## config.mk

```make
export PLATFORM = sky130hd
export DESIGN_NAME = npps_ctrl
export DESIGN_NICKNAME = d
export VERILOG_FILES = /design/src/rtl/npps_pkg.sv /design/src/rtl/npps_ctrl.sv
export SDC_FILE = /design/constraint.sdc
export NUM_CORES = 1
export LEC_CHECK = 0
export BUFFER_PORTS_ARGS = -buffer_cell sky130_fd_sc_hd__buf_2
export CAP_MARGIN = 40
export CELL_PAD_IN_SITES_DETAIL_PLACEMENT = 1
export CELL_PAD_IN_SITES_GLOBAL_PLACEMENT = 2
export CORE_AREA = 4 4 185 187
export CTS_CLUSTER_DIAMETER = 100
export DETAILED_ROUTE_END_ITERATION = 7
export DIE_AREA = 0 0 189 191
export PLACE_DENSITY_LB_ADDON = 0.1
export SYNTH_ARGS = -nofsm -noshare
export SYNTH_HDL_FRONTEND = slang
export SYNTH_SLANG_ARGS = --single-unit
```

## constraint.sdc

```tcl
create_clock -name clk -period 8.8 [get_ports clk]
set_input_delay 0.44 -clock clk [delete_from_list [all_inputs] [get_ports clk]]
set_output_delay 0.44 -clock clk [all_outputs]
set_load 0.01 [all_outputs]
```

## src/rtl/npps_pkg.sv

```systemverilog
// package for the nearest pending position server
// holds sizes, command codes, state codes and the structs passed between modules
// no dependencies
`default_nettype none

package npps_pkg;

  localparam int CAPACITY = 1024;
  localparam int POS_BITS = 16;
  localparam int IDX_W    = $clog2(CAPACITY);
  localparam int CNT_W    = $clog2(CAPACITY + 1);
  localparam int SUM_W    = 40;
  localparam int OUT_W    = 16;
  localparam int IN_W     = 16;

  localparam logic [SUM_W-1:0] SUM_MAX = {SUM_W{1'b1}};

  localparam logic CMD_ADD   = 1'b0;
  localparam logic CMD_SERVE = 1'b1;

  typedef enum logic [2:0] {
    ST_IDLE = 3'b001,
    ST_SCAN = 3'b010,
    ST_DONE = 3'b100
  } state_t;

  typedef struct packed {
    logic                valid;
    logic [POS_BITS-1:0] value;
  } entry_t;

  typedef struct packed {
    logic             rd_en;
    logic [IDX_W-1:0] rd_addr;
    logic             wr_en;
    logic [IDX_W-1:0] wr_addr;
    entry_t           wr_data;
  } mem_req_t;

  typedef struct packed {
    logic             served;
    logic             dropped;
    logic [OUT_W-1:0] head_position;
    logic [OUT_W-1:0] step_distance;
    logic [SUM_W-1:0] total_distance;
  } res_t;

endpackage

`default_nettype wire

```

## src/rtl/npps_ctrl.sv

```systemverilog
// sequencer: scans the pending table, picks the free slot or the nearest entry,
// writes the table back and keeps head, direction and distance total; uses npps_pkg
`default_nettype none

module npps_ctrl
  import npps_pkg::*;
(
  input  wire logic          clk,
  input  wire logic          rst_n,
  input  wire logic          in_valid,
  output logic               in_ready,
  input  wire logic          in_command,
  input  wire logic [IN_W-1:0] in_position,
  output logic               res_valid,
  input  wire logic          res_ready,
  output res_t               res,
  output mem_req_t           mem_req,
  input  wire entry_t        rd_data
);

  state_t state_r, state_nxt;

  logic                cmd_r;
  logic [POS_BITS-1:0] pos_r;
  logic [CNT_W-1:0]    addr_r;
  logic                rd_vld_r;
  logic [IDX_W-1:0]    rd_idx_r;
  // entries at or above the high-water mark were never written
  logic [CNT_W-1:0]    hwm_r, hwm_nxt;
  logic [POS_BITS-1:0] head_r, head_nxt;
  logic                up_r, up_nxt;
  logic [SUM_W-1:0]    sum_r, sum_nxt;

  logic                have_at_r, have_lo_r, have_hi_r, free_found_r;
  logic [IDX_W-1:0]    at_idx_r, lo_idx_r, hi_idx_r, free_idx_r;
  logic [POS_BITS-1:0] lo_v_r, hi_v_r;

  logic                accept, issue, free_hit, scan_done, finish;
  logic [POS_BITS-1:0] dlo, dhi, step;
  logic                go_up, served, dropped;
  logic [SUM_W-1:0]    room;

  assign accept    = in_valid && in_ready;
  assign in_ready  = (state_r == ST_IDLE);
  assign issue     = (state_r == ST_SCAN) && (addr_r < hwm_r);
  assign free_hit  = (cmd_r == CMD_ADD) && rd_vld_r && !rd_data.valid;
  assign scan_done = (state_r == ST_SCAN) && ((!issue && !rd_vld_r) || free_hit);
  assign res_valid = (state_r == ST_DONE);
  assign finish    = res_valid && res_ready;

  always_comb begin
    state_nxt = state_r;
    unique case (state_r)
      ST_IDLE: if (accept)    state_nxt = ST_SCAN;
      ST_SCAN: if (scan_done) state_nxt = ST_DONE;
      ST_DONE: if (res_ready) state_nxt = ST_IDLE;
      default:                state_nxt = ST_IDLE;
    endcase
  end

  // decision and write-back, applied on the cycle the result leaves
  always_comb begin
    dlo      = head_r - lo_v_r;
    dhi      = hi_v_r - head_r;
    go_up    = 1'b0;
    step     = '0;
    served   = 1'b0;
    dropped  = 1'b0;
    hwm_nxt  = hwm_r;
    head_nxt = head_r;
    up_nxt   = up_r;
    sum_nxt  = sum_r;
    mem_req.rd_en   = issue;
    mem_req.rd_addr = addr_r[IDX_W-1:0];
    mem_req.wr_en   = 1'b0;
    mem_req.wr_addr = '0;
    mem_req.wr_data = '{valid: 1'b1, value: pos_r};

    if (cmd_r == CMD_ADD) begin
      if (free_found_r) begin
        mem_req.wr_en   = finish;
        mem_req.wr_addr = free_idx_r;
      end else if (hwm_r < CNT_W'(CAPACITY)) begin
        mem_req.wr_en   = finish;
        mem_req.wr_addr = hwm_r[IDX_W-1:0];
        hwm_nxt         = hwm_r + 1'b1;
      end else begin
        dropped = 1'b1;
      end
    end else begin
      mem_req.wr_data.valid = 1'b0;
      if (have_at_r) begin
        served                = 1'b1;
        mem_req.wr_en         = finish;
        mem_req.wr_addr       = at_idx_r;
        mem_req.wr_data.value = head_r;
      end else if (have_lo_r || have_hi_r) begin
        served = 1'b1;
        if (have_lo_r && have_hi_r) begin
          if (dhi < dlo) begin
            go_up  = 1'b1;
            up_nxt = 1'b1;
          end else if (dlo < dhi) begin
            go_up  = 1'b0;
            up_nxt = 1'b0;
          end else begin
            go_up  = up_r;
          end
        end else begin
          go_up  = have_hi_r;
          up_nxt = have_hi_r;
        end
        step                  = go_up ? dhi : dlo;
        head_nxt              = go_up ? hi_v_r : lo_v_r;
        mem_req.wr_en         = finish;
        mem_req.wr_addr       = go_up ? hi_idx_r : lo_idx_r;
        mem_req.wr_data.value = head_nxt;
      end
    end

    room = SUM_MAX - sum_r;
    if (served) begin
      if (SUM_W'(step) >= room) sum_nxt = SUM_MAX;
      else                      sum_nxt = sum_r + SUM_W'(step);
    end

    res.served         = served;
    res.dropped        = dropped;
    res.head_position  = OUT_W'(head_nxt);
    res.step_distance  = OUT_W'(step);
    res.total_distance = sum_nxt;
  end

  always_ff @(posedge clk) begin
    if (!rst_n) begin
      state_r  <= ST_IDLE;
      rd_vld_r <= 1'b0;
      hwm_r    <= '0;
      head_r   <= '0;
      up_r     <= 1'b1;
      sum_r    <= '0;
    end else begin
      state_r  <= state_nxt;
      rd_vld_r <= issue;
      if (finish) begin
        hwm_r  <= hwm_nxt;
        head_r <= head_nxt;
        up_r   <= up_nxt;
        sum_r  <= sum_nxt;
      end
    end
  end

  always_ff @(posedge clk) begin
    if (issue) begin
      rd_idx_r <= addr_r[IDX_W-1:0];
      addr_r   <= addr_r + 1'b1;
    end
    if (accept) begin
      cmd_r        <= in_command;
      pos_r        <= POS_BITS'(in_position);
      addr_r       <= '0;
      have_at_r    <= 1'b0;
      have_lo_r    <= 1'b0;
      have_hi_r    <= 1'b0;
      free_found_r <= 1'b0;
    end else if (state_r == ST_SCAN && rd_vld_r) begin
      if (cmd_r == CMD_ADD) begin
        if (!rd_data.valid && !free_found_r) begin
          free_found_r <= 1'b1;
          free_idx_r   <= rd_idx_r;
        end
      end else if (rd_data.valid) begin
        if (rd_data.value == head_r) begin
          if (!have_at_r) begin
            have_at_r <= 1'b1;
            at_idx_r  <= rd_idx_r;
          end
        end else if (rd_data.value < head_r) begin
          if (!have_lo_r || rd_data.value > lo_v_r) begin
            have_lo_r <= 1'b1;
            lo_idx_r  <= rd_idx_r;
            lo_v_r    <= rd_data.value;
          end
        end else begin
          if (!have_hi_r || rd_data.value < hi_v_r) begin
            have_hi_r <= 1'b1;
            hi_idx_r  <= rd_idx_r;
            hi_v_r    <= rd_data.value;
          end
        end
      end
    end
  end

endmodule

`default_nettype wire

```

Word-level counts from Yosys, hierarchy flattened
Cells that the tools add are included.
{ "totals": {"ff_bits": 186, "inputBits": 38, "output_inout_bits": 115, "elab_cells": 113} }
{ "classes": {"add_sub_neg": 6, "magnitude_cmp": 8, "eq_ne": 7, "mux": 35, "bitwise": 6, "n_reduce_logical": 31} }
{ "op_table": {"columns": ["cell", "n"], "rows": [
  ["16-bit 2-to-1 mux", 10],
  ["40-bit 2-to-1 mux", 2],
  ["16-bit less-than comparator", 4],
  ["11-bit 2-to-1 mux", 5],
  ["40-bit by 16-bit adder with 40-bit output", 1],
  ["16-bit by 40-bit >= comparator with 1-bit output", 1],
  ["40-bit subtractor, first input constant", 1],
  ["16-bit subtractor", 2],
  ["11-bit by 1-bit adder with 11-bit output, second input constant", 2],
  ["6-bit AND reduction", 3],
  ["17-bit 2-to-1 mux", 1],
  ["16-bit == test", 1],
  ["16-bit > comparator", 1],
  ["4-bit AND reduction", 4],
  ["7-bit AND reduction", 2],
  ["1-bit 2-to-1 mux", 12],
  ["11-bit less-than comparator", 1],
  ["11-bit less-than comparator, second input constant", 1],
  ["1-bit logical AND", 10],
  ["10-bit 2-to-1 mux", 1],
  ["3-bit 2-to-1 mux", 3],
  ["3-bit one-hot mux with 3 select lines", 1],
  ["1-bit zero test", 6],
  ["1-bit NOT", 6],
  ["other kinds (7)", 12]
]} }

Logic depth before layout (Yosys ltp)
{ "depth": {"word_depth": 15, "ltp_mapped": 32, "depth_no_buf": 30} }

Worst setup path before layout
No wires, ideal clock.
{ "synth_path": {"path_kind": "register to output", "from": "register head_r[0]", "to": "output port res[21] (netlist bit)", "t_arrival_ns": 5.877, "slack_ns": 2.483, "path_stages_with_launch": 30, "n_path_buf": 2, "path_cell_list": "dfxtp_1 inv_1 ha_1 inv_1 fa_1 a211oi_1 o21bai_1 a211oi_1 o21ai_0 a41oi_1 xnor2_1 ha_1 nand4_1 nor4_1 nand4_1 o211ai_1 buf_2 buf_1 nand2_1 o21a_1 nor2_1 ha_1 a211oi_1 nand2_1 a21oi_4 o21ai_4 a2111oi_4 nor2_4 a41o_1 a22o_1"} }
{ "synth_rtl": {"columns": ["element", "line_no", "rtl"], "rows": [
  ["start: declaration", "npps_ctrl.sv:30", "logic [POS_BITS-1:0] head_r, head_nxt;"],
  ["start signal: assignment", "npps_ctrl.sv:147", "head_r <= head_nxt;"],
  ["end: declaration", "npps_ctrl.sv:16", "output res_t res,"]
]} }

==> metrics.md <==
| Metric | Value |
|---|---|
| FF+latch area | 4710 µm² |
| Number of remaining DRC errors | 0 |
| Worst hold path class | input pin to register |
| Total CTS buffers | 17 |
| RSZ-0062 raised after global routing | false |
| Worst slew pin tran | 0.934 ns |
| Final Hold Viols | 0 |
| Routed WL | ~43 mm |
| Largest net degree at the start of global routing | 60 |
| Gate count of the mapped netlist | roughly 1400 |
| Post-Syn Area | 12800 µm² |
| Startpoint class of the critical path | register |
| Antenna diodes | 0 |
| Core area | ~32000 µm² |
| P_leak | roughly 6.0 nW |
| Share of cells above drive strength 1 | 0.166 |
| Post-synth EDFFs | 99 |
| CTS Root Cell | clkbuf_16 |
| Routed Antenna Nets | 0 |
| Worst R2R Path Depth | 25 |
| Nets | 1688 |
| Clock Sinks | around 190 |
| CP bufs+invs | 4 |
| Critical path's top delay family | compound AO/OA/AOI/OAI gates |
| Area delta synth->final | 13.5% |
| Global-route wire length before repair | 67.3 mm |
| Critical Path Stages | 27 |
| I/O pins | 153 |
| Hold Path Stages | 1 |
| Period utilization | 0.926 |
| Pre-Repair DR Iteration Count | 5 |
| Leading area contributor after synthesis | edfxtp_1 |
| Dominant synthesized flop cell | edfxtp_1 |
| Via/cell ratio | 5.67 |
| Peak Freq | 123 MHz |
| Power per cell area | 124 nW/µm² |
| Cell variety after synth | 88 |
| Status | finished clean |
| Worst Path Arrival | 7.71 ns |
| Site Rows | 66 |
| Asr flop ratio synth | 0 |
| Initial core utilization | 0.395 |
| Setup Fix Bufs, Post-CTS | 0 |
| MaxCap Viol Count | 0 |
| Filler cells | approximately 3800 |
| Final Max Tran Viols | 0 |
| Final Critical Period | about 8 ns |
| Ys Warns | 0 |
| Die width | approximately 190 µm |
| Detailed placement HPWL | 33.6 mm |
| Setup Viol. Count Final | 0 |
| Total congestion overflow | 0 |
| H-tree depth | 4 |
| DR WL/cell | ~22 µm |
| Commonest non-fill, non-tap cell in the layout | buf_2 |
| Multi-input logic area | 7500 µm² |
| Crit. End Element | output port |
| Initial antenna violation count | 0 |
| Maximum vdd drop | 0.141 mV |
| CTS tree | done |
| Top-area cell type share of the netlist area | 0.232 |
| Die area | approximately 36000 µm² |
| Slew HR | 0.378 |
| Final TNS setup | 0 ns |
| Die Ht | 191 µm |
| Worst-Skew Late Latency | roughly 0.46 ns |
| Vias in the first global route | 11496 |
| Seq cells post-synth | 186 |
| Critical-path top delay cell | a2111oi_4 |
| Sequential element share of the synthesized area | 0.368 |
| Buffers added on ports | 152 |
| Critical Path Fanout Max | 56 |
| Top cells by area, synth | edfxtp_1 23%, dfxtp_1 14%, ha_1 12% |
| Clock slew at reported path FFs | 0.08 ns |
| DR vias | 11223 |
| Syn nets | between 1500 and 2000 |
| Max stage delay on crit path | 0.87 ns |
| GRT Util Overall | 0.238 |
| Skew final | 0.0135 ns |
| Syn_area_per_cell | a little over 9 µm² |
| Top cell by count, worst path | ha_1 |
| CP required | between 8 and 9 ns |
| Most frequent cells in the layout | 152 x buf_2, 138 x nor2_1, 122 x nand2_1, 122 x ha_1, 99 x edfxtp_1 |
| RePlAce Congestion | 0.844 |
| Final Util | 0.448 |
| Starting DRC count in detailed routing | 637 |
| Maximum clock path buffer count | 2 |
| Worst setup path class | register to output port |
==> worst reg2reg max path, delay by kind of cell (launching register included) <==
kind	cells	cell delay (ns)
adder cells (fa/ha/maj)	4	1.32
flip-flops	1	0.39
AND/OR/NAND/NOR	3	0.86
XOR/XNOR	1	0.18
buffers and inverters	3	0.42
AO/OA/AOI/OAI	14	4.04
==> synthesized netlist by cell type (all sizes together) (28+ instances only) <==
| master | instances |
|---|---|
| clkbuf | 37 |
| buf | 34 |
| a21o | 29 |
| o21ai | 95 |
| edfxtp | 99 |
| ha | 122 |
| nand3 | 32 |
| o21a | 31 |
| a211oi | 31 |
| inv | 80 |
| nand2 | 125 |
| dfxtp | 87 |
| xnor2 | 42 |
| nor2 | 144 |
| xor2 | 28 |
| a21oi | 97 |
==> power breakdown <==
part	internal [W]	switching, W	total (W)
clock network	0.000384	0.000412	0.000796
registers	0.000915	0.00000440	0.000920
logic	0.0000341	0.0000568	0.0000909
==> per-layer routing <==
layer | routed length [µm] | GRT usage | share of wire | vias to the layer above
met3 | 1410 | 0.0331 | 0.033 | 46
met5 | 0 | 0 | 0 | -
li1 | - | - | - | 5392
met2 | 20200 | 0.396 | 0.47 | 192
met1 | 20500 | 0.327 | 0.48 | 5593
met4 | 791 | 0.0611 | 0.018 | 0
==> timing repair <==
| action | in CTS | in global routing |
|---|---|---|
| endpoints found under the setup margin | 0 | 1 |
| hold buffers | 0 | 0 |
| resized for setup | 0 | 1 |
| hold endpoints to repair | 0 | 0 |
==> per-stage QoR <==
stage | power, W | setup slack [ns] | instance area (µm²) | std cells | hold slack (ns)
floorplan | 0.000986 | 2.48 | 12800 | 1409 | 0.453
global placement | 0.00103 | 1.10 | 13900 | 1945 | 0.467
detailed placement | 0.00103 | 1.01 | 14000 | 1948 | 0.479
CTS | 0.00182 | 0.497 | 14600 | 1980 | 0.128
global route | 0.00187 | 0.103 | 14600 | 1980 | 0.134
finish | 0.00181 | 0.653 | 14600 | 1980 | 0.145
==> sequential cells by signal, summed over array words and instances (netlist names), 11 cells and up <==
signal	flops
head_r	16
lo_v_r	16
hi_v_r	16
pos_r	16
sum_r	40
hwm_r	11
addr_r	11
==> cells by family (layout without fill, tap and decap cells) <==
kind of cell	after synthesis	after routing	share of synthesized area
AOI/OAI and AO/OA	414	414	0.224
xor gates and xnor gates	70	70	0.0478
adders and majority gates	125	125	0.124
buffers and inverters	152	281	0.0513
DFF	186	186	0.368
muxes	16	16	0.0127
and+or+nand+nor	446	446	0.172
==> area by class of cell <==
class	instances	area share
Clock buffer	17	0.0292
Inverter	81	0.0209
Sequential cell	186	0.324
Clock inverter	15	0.0117
Timing Repair Buffer	168	0.0613
Multi-Input combinational cell	1071	0.515
Tap cell	442	0.0380
==> final timing paths <==
path                        start   endpoint  slack [ns]
hold / removal    in_position[15]  pos_r[15]        0.15
hold reg to reg          sum_r[0]   sum_r[0]        0.48
setup / recovery        head_r[0]    res[19]        0.65
setup reg to reg        head_r[0]  sum_r[36]        1.47
Power figures use the tool's default switching activity.
